## src/rtl/tbg_pkg.sv

```systemverilog
// ----------------------------------------------------------------------------
// tbg_pkg: shared types and constants for the tachometer bar gauge
// Register codes, zone codes, controller states and the command/status
// structs that join the controller to the datapath.
// ----------------------------------------------------------------------------
`default_nettype none

package tbg_pkg;

    localparam int TIME_W      = 32;
    localparam int SPEED_W     = 16;
    localparam int PIX_W       = 9;
    localparam int CFG_IDX_W   = 3;
    localparam int CFG_DATA_W  = 24;
    localparam int MIN_GAP_W   = 20;
    localparam int STALE_W     = 24;

    // divider numerator width: covers 60e6 and speed * bar length (bar <= 1023)
    localparam int DIV_NW      = 26;

    localparam logic [DIV_NW-1:0] RPM_NUMERATOR = 26'd60000000;

    // floor(x / 5) == (x * 0xCCCCCCCD) >> 34 for any 32-bit x
    localparam logic [31:0] RECIP5       = 32'hCCCCCCCD;
    localparam int          RECIP5_SHIFT = 34;

    localparam logic [MIN_GAP_W-1:0] MIN_GAP_RST    = 20'd5000;
    localparam logic [STALE_W-1:0]   STALE_RST      = 24'd500000;
    localparam logic [SPEED_W-1:0]   WARN_RST       = 16'd7000;
    localparam logic [SPEED_W-1:0]   DANGER_RST     = 16'd8500;
    localparam logic [SPEED_W-1:0]   FULL_SCALE_RST = 16'd10000;

    typedef enum logic [CFG_IDX_W-1:0] {
        CFG_MIN_GAP    = 3'd0,
        CFG_STALE      = 3'd1,
        CFG_WARN       = 3'd2,
        CFG_DANGER     = 3'd3,
        CFG_FULL_SCALE = 3'd4
    } t_cfg_idx;

    typedef enum logic {
        REQ_PULSE   = 1'b0,
        REQ_REFRESH = 1'b1
    } t_req;

    typedef enum logic [1:0] {
        ZONE_NORMAL = 2'd0,
        ZONE_WARN   = 2'd1,
        ZONE_DANGER = 2'd2
    } t_zone;

    typedef enum logic {
        DIV_INST  = 1'b0,   // 60e6 / period
        DIV_WIDTH = 1'b1    // speed * bar length / full scale
    } t_div_sel;

    typedef enum logic [3:0] {
        S_IDLE,
        S_CHECK,
        S_DIV_INST,
        S_SMOOTH_MUL,
        S_SMOOTH_SAT,
        S_SCALE_MUL,
        S_DIV_START,
        S_DIV_WIDTH,
        S_SPAN
    } t_state;

    typedef struct packed {
        logic     pulse;
        logic     cap_now;
        logic     zero_speed;
        logic     div_start;
        t_div_sel div_sel;
        logic     smooth_mul;
        logic     smooth_sat;
        logic     scale_mul;
        logic     width_load;
        logic     span_load;
    } t_dp_cmd;

    typedef struct packed {
        logic stale;
        logic has_period;
        logic div_done;
    } t_dp_sts;

endpackage

`default_nettype wire

```

## src/rtl/tbg_ctrl.sv

```systemverilog
// ----------------------------------------------------------------------------
// tbg_ctrl: sequencer for pulse and refresh words
// Pulses complete on acceptance; refreshes step the datapath through divide,
// smooth (live period), scale, divide, span, then load the output register.
// ----------------------------------------------------------------------------
`default_nettype none

module tbg_ctrl import tbg_pkg::*; (
    input  wire logic    i_clk,
    input  wire logic    i_rst_n,
    input  wire logic    i_in_valid,
    input  wire logic    i_req_type,
    input  wire logic    i_out_ready,
    input  wire t_dp_sts i_sts,
    output logic         o_in_ready,
    output logic         o_out_valid,
    output t_dp_cmd      o_cmd
);

    t_state r_state, n_state;
    logic   r_out_valid, n_out_valid;
    logic   in_acc;
    logic   slot_free;

    assign in_acc    = i_in_valid && (r_state == S_IDLE);
    assign slot_free = !r_out_valid || i_out_ready;

    always_comb begin
        n_state = r_state;
        unique case (r_state)
            S_IDLE: begin
                if (in_acc && i_req_type == REQ_REFRESH) n_state = S_CHECK;
            end
            S_CHECK: begin
                priority if (i_sts.stale)      n_state = S_SCALE_MUL;
                else if (i_sts.has_period)     n_state = S_DIV_INST;
                else                           n_state = S_SCALE_MUL;
            end
            S_DIV_INST: begin
                if (i_sts.div_done) n_state = S_SMOOTH_MUL;
            end
            S_SMOOTH_MUL: n_state = S_SMOOTH_SAT;
            S_SMOOTH_SAT: n_state = S_SCALE_MUL;
            S_SCALE_MUL:  n_state = S_DIV_START;
            S_DIV_START:  n_state = S_DIV_WIDTH;
            S_DIV_WIDTH: begin
                if (i_sts.div_done) n_state = S_SPAN;
            end
            S_SPAN: begin
                if (slot_free) n_state = S_IDLE;
            end
            default: n_state = S_IDLE;
        endcase
    end

    always_comb begin
        o_cmd      = '0;
        o_in_ready = 1'b0;
        unique case (r_state)
            S_IDLE: begin
                o_in_ready    = 1'b1;
                o_cmd.pulse   = in_acc && i_req_type == REQ_PULSE;
                o_cmd.cap_now = in_acc && i_req_type == REQ_REFRESH;
            end
            S_CHECK: begin
                o_cmd.zero_speed = i_sts.stale;
                o_cmd.div_start  = !i_sts.stale && i_sts.has_period;
                o_cmd.div_sel    = DIV_INST;
            end
            S_DIV_INST: begin
                o_cmd.div_sel = DIV_INST;
            end
            S_SMOOTH_MUL: begin
                o_cmd.smooth_mul = 1'b1;
            end
            S_SMOOTH_SAT: begin
                o_cmd.smooth_sat = 1'b1;
            end
            S_SCALE_MUL: begin
                o_cmd.scale_mul = 1'b1;
            end
            S_DIV_START: begin
                o_cmd.div_start = 1'b1;
                o_cmd.div_sel   = DIV_WIDTH;
            end
            S_DIV_WIDTH: begin
                o_cmd.div_sel    = DIV_WIDTH;
                o_cmd.width_load = i_sts.div_done;
            end
            S_SPAN: begin
                o_cmd.span_load = slot_free;
            end
            default: begin
                o_cmd = '0;
            end
        endcase
    end

    assign n_out_valid = o_cmd.span_load || (r_out_valid && !i_out_ready);

    always_ff @(posedge i_clk) begin
        if (!i_rst_n) begin
            r_state     <= S_IDLE;
            r_out_valid <= 1'b0;
        end else begin
            r_state     <= n_state;
            r_out_valid <= n_out_valid;
        end
    end

    assign o_out_valid = r_out_valid;

endmodule

`default_nettype wire

```

## config.mk

```make
export PLATFORM = sky130hd
export DESIGN_NAME = tbg_ctrl
export DESIGN_NICKNAME = d
export VERILOG_FILES = /design/src/rtl/tbg_pkg.sv /design/src/rtl/tbg_ctrl.sv
export SDC_FILE = /design/constraint.sdc
export NUM_CORES = 1
export LEC_CHECK = 0
export BUFFER_PORTS_ARGS = -buffer_cell sky130_fd_sc_hd__buf_2
export CORE_AREA = 2 2 39 41
export CTS_CLUSTER_SIZE = 12
export DETAILED_ROUTE_END_ITERATION = 12
export DIE_AREA = 0 0 41 43
export PLACE_DENSITY = 0.69
export SYNTH_ARGS = -nofsm -noshare
export SYNTH_HDL_FRONTEND = slang
export SYNTH_SLANG_ARGS = --single-unit
```

## constraint.sdc

```tcl
create_clock -name i_clk -period 1.19 [get_ports i_clk]
set_input_delay 0.238 -clock i_clk [delete_from_list [all_inputs] [get_ports i_clk]]
set_output_delay 0.238 -clock i_clk [all_outputs]
set_load 0.005 [all_outputs]
```

==> flow_metrics.env, run 1 <==
export IMPL_postLayoutCoreUtil_pct=59.13
export IMPL_core_area_um2=1384
export IMPL_final_net_count=99
export IMPL_numCtsBuffers=3
export IMPL_p_int_mw=0.9593
export IMPL_synthFlopType="dfxtp_1"
export IMPL_seq_area_frac_synth_pct=22.66
export IMPL_r2r_cells=4
export IMPL_power_mw=1.504
export IMPL_final_hold_viol_count=0
export IMPL_firstDrtPassIters=2
export IMPL_worst_path_buf_inv=1
export IMPL_fin_hold_ws_ns=0.2757
export IMPL_cap_viol_max_count=0
export IMPL_arrival_ns=1.26
export IMPL_netlist_top_cells_count="6 x nor2_1, 5 x dfxtp_1, 5 x nand2_1"
export IMPL_grt_start_max_net_pins=10
export IMPL_p_leak_nw=0.4159
export IMPL_vias=518
export IMPL_start_util_pct=31.92
export IMPL_synth_distinct_cells=28
export IMPL_power_density_nw_per_um2=1838
export IMPL_period_minus_slack_ns=1.493
export IMPL_htreeDepth=1
export IMPL_synth_top_area_share_pct=22.66
export IMPL_design_area_um2=818.3
export IMPL_grt_pass1_vias=455
export IMPL_grt_pass1_wl_mm=1.883
export IMPL_synth_warnings=0
export IMPL_hold_depth=2
export IMPL_placed_cell_area_um2=621.8
export IMPL_port_buffer_count=19
export IMPL_cts_tree="built"
export IMPL_ff2ff_setup_slack_ns=-0.12
export IMPL_grt_ovfl_total=0
export IMPL_worstPathRequired_ns=0.95
export IMPL_design_portCount=20
export IMPL_reg2reg_to="r_state[0]$_SDFFE_PN0P_"
export IMPL_tightestPinTransition_ns=0.2855
export IMPL_finalCritPeriodShare_pct=125.5
export IMPL_post_drt_wl_per_cell_um=11.23
export IMPL_syn_area_um2=441.7
export IMPL_violations="setup timing"
export IMPL_slew_viol_final=0
export IMPL_drc_errors=0
export IMPL_drive_gt1_share_pct=65.56
export IMPL_crit_path_max_fanout=5
export IMPL_diodes=0
export IMPL_vias_per_cell=4.887
export IMPL_ir_drop_v=0.0009492
export IMPL_fmax_ghz=0.6697
export IMPL_rows=14
export IMPL_dpl_cell_count=94
export IMPL_ys_ff_latch=5
export IMPL_p_clk_share_pct=12.7
export IMPL_outcome="finished, violations left"
export IMPL_finalWirelength_mm=1.190
export IMPL_hold_class="input port to flop"
export IMPL_critPathMaxStageDelay_ns=0.36
export IMPL_die_h_um=43
export IMPL_tns_ns=-2.579
export IMPL_synth_area_leaders="dfxtp_1 23%, buf_4 5.1%, nor2_1 5.1%"
export IMPL_initialDrtViolationCount=3
export IMPL_path_class="flop to primary output"
export IMPL_fin_ws_ns=-0.3033
export IMPL_comb_power_share_pct=66.2
export IMPL_dieArea_um2=1763
export IMPL_max_slew_margin_rel_pct=80.82
export IMPL_path_cells="nor4_4 > nand2_1 > nor2_1 > buf_2"
export IMPL_crit_start="r_state[0]$_SDFFE_PN0P_"
export IMPL_whs_endpoint="r_state[3]$_SDFFE_PN0P_"
export IMPL_async_reset_ff_share_pct=0
export IMPL_r2r_start="r_state[0]$_SDFFE_PN0P_"
export IMPL_synthCells=52
export IMPL_syn_nets=60
export IMPL_critPathLaunchType="flop"
export IMPL_setup_viol=15
export IMPL_synth_area_leader_cell="dfxtp_1"
export IMPL_dp_hpwl_um=826.9
export IMPL_track_usage_pct=15.48
export IMPL_clk_latency_ns=0.23
export IMPL_syn_area_per_cell_um2=8.494
export IMPL_gp_congestion=0.7329
export IMPL_hold_start="i_rst_n"
export IMPL_finClkSkew_ns=0.001078
export IMPL_power_switching_share_pct=36.20
export IMPL_cts_sinks=5
export IMPL_antenna_found_initial=0
export IMPL_critPathSlowestCell="dfxtp_4"
export IMPL_clkSlewWorstSetupHoldPaths_ns=0.04
export IMPL_rsz0062_at_grt="yes"
export IMPL_cp_top_family="simple AND/OR/NAND/NOR gates"
export IMPL_crit_path_end_kind="primary output"
export IMPL_syn_to_final_growth_pct=85.27
export IMPL_yosysMostFrequentCell="nor2_1"
export IMPL_dp_slack_ns=-0.1588
export IMPL_fin_cells=106
export IMPL_clock_path_buffers=2
export IMPL_pwr_share_seq_pct=21.1
export IMPL_p_sw_mw=0.5444
export IMPL_die_w_um=41
export IMPL_root_buffer="clkbuf_4"
export IMPL_ant_nets=0
export IMPL_synth_edf_count=0
[sequential cells by signal, summed over array words and instances (netlist names)]
name         flops
o_out_valid      1
r_state          4
[cells in the final DEF (no fill, tap or decap), drive strengths merged, types with 3 or more instances in the layout]
master,count
buf,38
nor2,6
nand2,5
dfxtp,5
clkbuf,4
and2b,3
nor2b,3
a21oi,3
[logic make-up after synthesis]
family / share of synthesized area, %
AO/OA/AOI/OAI: 22.38
XOR/XNOR: 1.983
buffers and inverters: 7.648
flip-flops: 22.66
AND/OR/NAND/NOR: 45.33
[area by class of cell]
cell class / count / area [µm²]
timing repair buffer: 38 / 291.5
fill: 120 / 565.5
multi-input combinational: 43 / 365.4
tap: 16 / 20.02
clock buffer: 4 / 26.28
sequential: 5 / 115.1
[per-layer routing]
layer / track usage [%] / share of wire (%) / up-vias
met5: 0 / 0 / -
met3: 1.571 / 2.6 / 2
met2: 25.00 / 56 / 8
met1: 18.06 / 41 / 243
li1: - / - / 265
met4: 10.00 / 0.84 / 0
[power groups by stage]
stage / Combinational (mW) / Clock (mW) / Sequential (mW)
3_3_place_gp: 0.698 / 0 / 0.286
6_report: 0.996 / 0.191 / 0.317
4_1_cts: 0.820 / 0.200 / 0.309
2_1_floorplan: 0.452 / 0 / 0.269
3_5_place_dp: 0.717 / 0 / 0.287
5_1_grt: 1.08 / 0.209 / 0.328
[worst max-delay path by stage]
stage | end | slack, ns | cells after the start
final | o_cmd[9] | -0.30 | 4
after global routing | o_cmd[9] | -0.38 | 4
after CTS | o_cmd[8] | -0.28 | 3
after detailed placement | o_cmd[0] | -0.16 | 3
after global placement | o_cmd[0] | -0.11 | 3
after floorplan | r_state[0]$_SDFFE_PN0P_ | -0.0005 | 5
[what timing repair did]
action,in CTS,in global routing
hold endpoints to repair,0,0
pin swaps,9,7
setup buffers,5,5
hold buffers,0,0
resized for setup,14,14
setup endpoints to repair,15,14
No activity file was read; power rests on OpenSTA's default activity.
==> run 2, diff against run 1 <==
--- a/config.mk
+++ b/config.mk
@@ -11,6 +11,7 @@
 export DETAILED_ROUTE_END_ITERATION = 12
 export DIE_AREA = 0 0 41 43
 export PLACE_DENSITY = 0.69
+export SKIP_CTS_REPAIR_TIMING = 1
 export SYNTH_ARGS = -nofsm -noshare
 export SYNTH_HDL_FRONTEND = slang
 export SYNTH_SLANG_ARGS = --single-unit
==> flow_metrics.env, run 2 (synthesis results as in run 1) <==
export IMPL_final_net_count=101
export IMPL_rsz0062_at_grt="yes"
export IMPL_cp_top_family="simple AND/OR/NAND/NOR gates"
export IMPL_violations="setup timing"
export IMPL_fmax_ghz=0.6708
export IMPL_period_minus_slack_ns=1.491
export IMPL_critPathSlowestCell="dfxtp_4"
export IMPL_die_w_um=41
export IMPL_mostFrequentLayoutCell="buf_2"
export IMPL_p_leak_nw=0.4284
export IMPL_post_drt_wl_per_cell_um=12.95
export IMPL_power_mw=1.522
export IMPL_largest_reg_flops=4
export IMPL_ff2ff_setup_slack_ns=-0.15
export IMPL_port_buffer_count=19
export IMPL_hold_class="input port to flop"
export IMPL_ant_nets=0
export IMPL_crit_path_max_fanout=5
export IMPL_dieArea_um2=1763
export IMPL_r2r_cells=4
export IMPL_cts_tree="built"
export IMPL_track_usage_pct=14.36
export IMPL_die_h_um=43
export IMPL_ir_drop_v=0.0008995
export IMPL_worstPathRequired_ns=0.95
export IMPL_cts_sinks=5
export IMPL_gp_congestion=0.7329
export IMPL_root_buffer="clkbuf_4"
export IMPL_fin_hold_ws_ns=0.2790
export IMPL_start_util_pct=31.92
export IMPL_r2r_start="r_state[0]$_SDFFE_PN0P_"
export IMPL_initialDrtViolationCount=5
export IMPL_final_cell_mix="17 x buf_2, 15 x buf_4, 5 x buf_6"
export IMPL_clkSlewWorstSetupHoldPaths_ns=0.04
export IMPL_vias_per_cell=4.954
export IMPL_top_register="r_state"
export IMPL_dp_hpwl_um=826.9
export IMPL_path_cells="nor4_4 > and3_1 > buf_2"
export IMPL_power_density_nw_per_um2=1832
export IMPL_fin_ws_ns=-0.3007
export IMPL_path_class="flop to primary output"
export IMPL_syn_to_final_growth_pct=88.10
export IMPL_slew_viol_final=0
export IMPL_tightestPinTransition_ns=0.3126
export IMPL_grt_ovfl_total=0
export IMPL_grt_pass1_wl_mm=1.752
export IMPL_final_hold_viol_count=0
export IMPL_crit_start="r_state[0]$_SDFFE_PN0P_"
export IMPL_critPathLaunchType="flop"
export IMPL_arrival_ns=1.25
export IMPL_outcome="finished, violations left"
export IMPL_firstDrtPassIters=4
export IMPL_setup_viol=14
export IMPL_fillers=123
export IMPL_crit_path_end_kind="primary output"
export IMPL_vias=535
export IMPL_htreeDepth=1
export IMPL_finalWirelength_mm=1.399
export IMPL_critPathMaxStageDelay_ns=0.36
export IMPL_grt_start_max_net_pins=12
export IMPL_antenna_found_initial=0
export IMPL_core_area_um2=1384
export IMPL_finalCritPeriodShare_pct=125.3
export IMPL_grt_pass1_vias=445
export IMPL_finClkSkew_ns=0.0009656
export IMPL_design_portCount=20
export IMPL_max_slew_margin_rel_pct=79.11
export IMPL_clk_latency_ns=0.23
export IMPL_numCtsBuffers=3
export IMPL_endpoint="o_cmd[8]"
export IMPL_worst_path_buf_inv=1
export IMPL_cp_depth=3
export IMPL_drc_errors=0
export IMPL_diodes=0
export IMPL_fin_cells=108
export IMPL_cap_viol_max_count=0
export IMPL_clock_path_buffers=2
export IMPL_reg2reg_to="r_state[0]$_SDFFE_PN0P_"
export IMPL_rows=14
export IMPL_drive_gt1_share_pct=65.22
export IMPL_dpl_cell_count=94
run 2: cell type report:
| cell class | count | area [µm²] | share of cell area (%) |
|---|---|---|---|
| multi-input combinational | 43 | 355.3 | 42.77 |
| timing repair buffer | 40 | 314.1 | 37.80 |
| sequential | 5 | 115.1 | 13.86 |
| clock buffer | 4 | 26.28 | 3.163 |
| tap | 16 | 20.02 | 2.410 |
run 2: how the worst min path moves through the flow:
| stage | slack (ns) | endpoint | cells after the start | start |
|---|---|---|---|---|
| 6_report | 0.28 | r_state[3]$_SDFFE_PN0P_ | 2 | i_rst_n |
| 5_1_grt | 0.28 | r_state[3]$_SDFFE_PN0P_ | 2 | i_rst_n |
| 4_1_cts | 0.25 | r_state[1]$_SDFFE_PN0P_ | 3 | i_rst_n |
| 3_5_place_dp | 0.50 | r_state[1]$_SDFFE_PN0P_ | 3 | i_rst_n |
| 3_3_place_gp | 0.50 | r_state[1]$_SDFFE_PN0P_ | 3 | i_rst_n |
| 2_1_floorplan | 0.34 | r_state[1]$_SDFFE_PN0P_ | 2 | i_rst_n |
run 2: through the flow:
stage	area (µm²)	setup TNS [ns]	worst slack, ns	util, %
global route	830.8	-3.637	-0.3376	60.04
finish	830.8	-2.855	-0.3007	60.04
detailed placement	621.8	-0.9499	-0.1588	44.94
CTS	648.1	-3.801	-0.4274	46.84
global placement	621.8	-0.6016	-0.1096	44.94
floorplan	445.4	-0.001002	-0.0005038	-
run 2: report_power, final:
part / leakage, nW / internal [mW] / switching, mW / total, mW
Combinational: 0.370 / 0.606 / 0.404 / 1.01
Sequential: 0.0436 / 0.229 / 0.0923 / 0.321
Clock: 0.0150 / 0.126 / 0.0647 / 0.191
Total: 0.428 / 0.961 / 0.561 / 1.52
run 2: per-layer routing:
layer  global-route usage, %  share of wire [%]  up-vias
li1                        -                  -      270
met5                       0                  0        -
met4                   10.00               0.71        0
met1                   17.04                 40      253
met3                   1.571                2.9        2
met2                   22.50                 57       10
==> run 3, diff against run 2 <==
--- a/config.mk
+++ b/config.mk
@@ -5,12 +5,12 @@
 export SDC_FILE = /design/constraint.sdc
 export NUM_CORES = 1
 export LEC_CHECK = 0
-export BUFFER_PORTS_ARGS = -buffer_cell sky130_fd_sc_hd__buf_2
 export CORE_AREA = 2 2 39 41
 export CTS_CLUSTER_SIZE = 12
 export DETAILED_ROUTE_END_ITERATION = 12
 export DIE_AREA = 0 0 41 43
-export PLACE_DENSITY = 0.69
+export DONT_BUFFER_PORTS = 1
+export PLACE_DENSITY = 0.56
 export SKIP_CTS_REPAIR_TIMING = 1
 export SYNTH_ARGS = -nofsm -noshare
 export SYNTH_HDL_FRONTEND = slang
==> flow_metrics.env, run 3 (synthesis results as in run 1) <==
export IMPL_max_slew_margin_rel_pct=81.55
export IMPL_final_cell_mix="11 x buf_4, 7 x buf_6, 4 x nand2_1, 4 x dfxtp_4, 3 x clkbuf_4"
export IMPL_crit_path_end_kind="primary output"
export IMPL_final_seq_area_um2=115.1
export IMPL_drive_gt1_share_pct=61.64
export IMPL_path_class="flop to primary output"
export IMPL_mostFrequentLayoutCell="buf_4"
export IMPL_htreeDepth=1
export IMPL_port_buffer_count=0
export IMPL_crit_path_max_fanout=5
export IMPL_fin_cells=89
export IMPL_clk_latency_ns=0.24
export IMPL_power_density_nw_per_um2=2025
export IMPL_worstPathRequired_ns=0.95
export IMPL_rsz0062_at_grt="yes"
export IMPL_initialDrtViolationCount=3
export IMPL_finalWirelength_mm=1.314
export IMPL_postLayoutCoreUtil_pct=53.44
export IMPL_grt_pass1_wl_mm=1.593
export IMPL_diodes=0
export IMPL_clock_path_buffers=2
export IMPL_slew_viol_final=0
export IMPL_track_usage_pct=12.86
export IMPL_rows=14
export IMPL_setup_viol=14
export IMPL_dpl_cell_count=75
export IMPL_fmax_ghz=0.6808
export IMPL_post_drt_wl_per_cell_um=14.76
export IMPL_fin_hold_ws_ns=0.1078
export IMPL_multi_input_area_um2=381.6
export IMPL_critPathMaxStageDelay_ns=0.37
export IMPL_finalCritPeriodShare_pct=123.4
export IMPL_placed_cell_area_um2=514.2
export IMPL_p_leak_nw=0.3335
export IMPL_numCtsBuffers=3
export IMPL_vias=480
export IMPL_arrival_ns=1.23
export IMPL_tightestPinTransition_ns=0.2747
export IMPL_cts_tree="built"
export IMPL_start_util_pct=31.92
export IMPL_largest_reg_flops=4
export IMPL_path_cells="buf_6 > buf_6 > nand2_4 > nor2_2 > a31oi_1 > nor2_1"
export IMPL_cap_viol_max_count=0
export IMPL_grt_start_max_net_pins=12
export IMPL_gp_congestion=0.6875
export IMPL_fin_ws_ns=-0.2790
export IMPL_ir_drop_v=0.0009520
export IMPL_cts_sinks=5
export IMPL_design_area_um2=739.5
export IMPL_grt_pass1_vias=398
export IMPL_hold_class="input port to flop"
export IMPL_dp_hpwl_um=788
export IMPL_final_hold_viol_count=0
export IMPL_critPathSlowestCell="dfxtp_4"
export IMPL_violations="setup timing"
export IMPL_core_area_um2=1384
export IMPL_vias_per_cell=5.393
export IMPL_clkSlewWorstSetupHoldPaths_ns=0.04
export IMPL_ant_nets=0
export IMPL_drc_errors=0
export IMPL_die_w_um=41
export IMPL_fillers=119
export IMPL_syn_to_final_growth_pct=67.42
export IMPL_final_net_count=82
export IMPL_die_h_um=43
export IMPL_dp_slack_ns=-0.08068
export IMPL_grt_ovfl_total=0
export IMPL_crit_top_cell="buf_6"
export IMPL_period_minus_slack_ns=1.469
export IMPL_dieArea_um2=1763
export IMPL_root_buffer="clkbuf_4"
export IMPL_finClkSkew_ns=0.002960
export IMPL_design_portCount=20
export IMPL_ff2ff_setup_slack_ns=-0.17
export IMPL_critPathLaunchType="flop"
export IMPL_firstDrtPassIters=4
export IMPL_outcome="finished, violations left"
export IMPL_top_register="r_state"
export IMPL_antenna_found_initial=0
-- run 3: cell types whose count changed in the layout (fill, tap and decap cells not counted), sizes merged --
cell and change:
buf -19
-- run 3: per-layer routing --
metal	GRT usage [%]	vias to the layer above	wire length, µm
met5	0	-	0
met4	6.000	0	10
met3	3.141	2	51
met2	21.25	12	717
met1	14.52	234	535
li1	-	232	-
-- run 3: area by class of cell --
class	instances	share of cell area [%]
timing repair buffer	21	26.57
sequential	5	15.57
tap	16	2.707
clock buffer	4	3.553
multi-input combinational	43	51.61
-- run 3: worst paths after layout --
check	depth (start not counted)	from	end
worst max-delay path	6	r_state[1]$_SDFFE_PN0P_	o_cmd[6]
worst min-delay path	2	i_rst_n	r_state[1]$_SDFFE_PN0P_
worst max register to register	6	r_state[0]$_SDFFE_PN0P_	r_state[0]$_SDFFE_PN0P_
worst min register to register	3	r_state[1]$_SDFFE_PN0P_	r_state[1]$_SDFFE_PN0P_
-- run 3: where the power goes --
group,leakage (nW),switching [mW],internal (mW)
sequential,0.0436,0.0890,0.229
combinational,0.275,0.407,0.576
clock,0.0150,0.0700,0.127
-- run 3: worst max-delay path, delay by kind of cell (launching register included) --
kind	cells	cell delay, ns
AO/OA/AOI/OAI	1	0.18
buffers and inverters	2	0.25
flip-flops	1	0.37
AND/OR/NAND/NOR	3	0.20
-- run 3: metrics by stage --
step | total power [mW] | setup TNS [ns]
2_1_floorplan | 0.7213 | -0.001002
3_3_place_gp | 0.9018 | -0.1971
3_5_place_dp | 0.9143 | -0.2524
4_1_cts | 1.115 | -2.713
5_1_grt | 1.606 | -3.164
6_report | 1.497 | -2.374
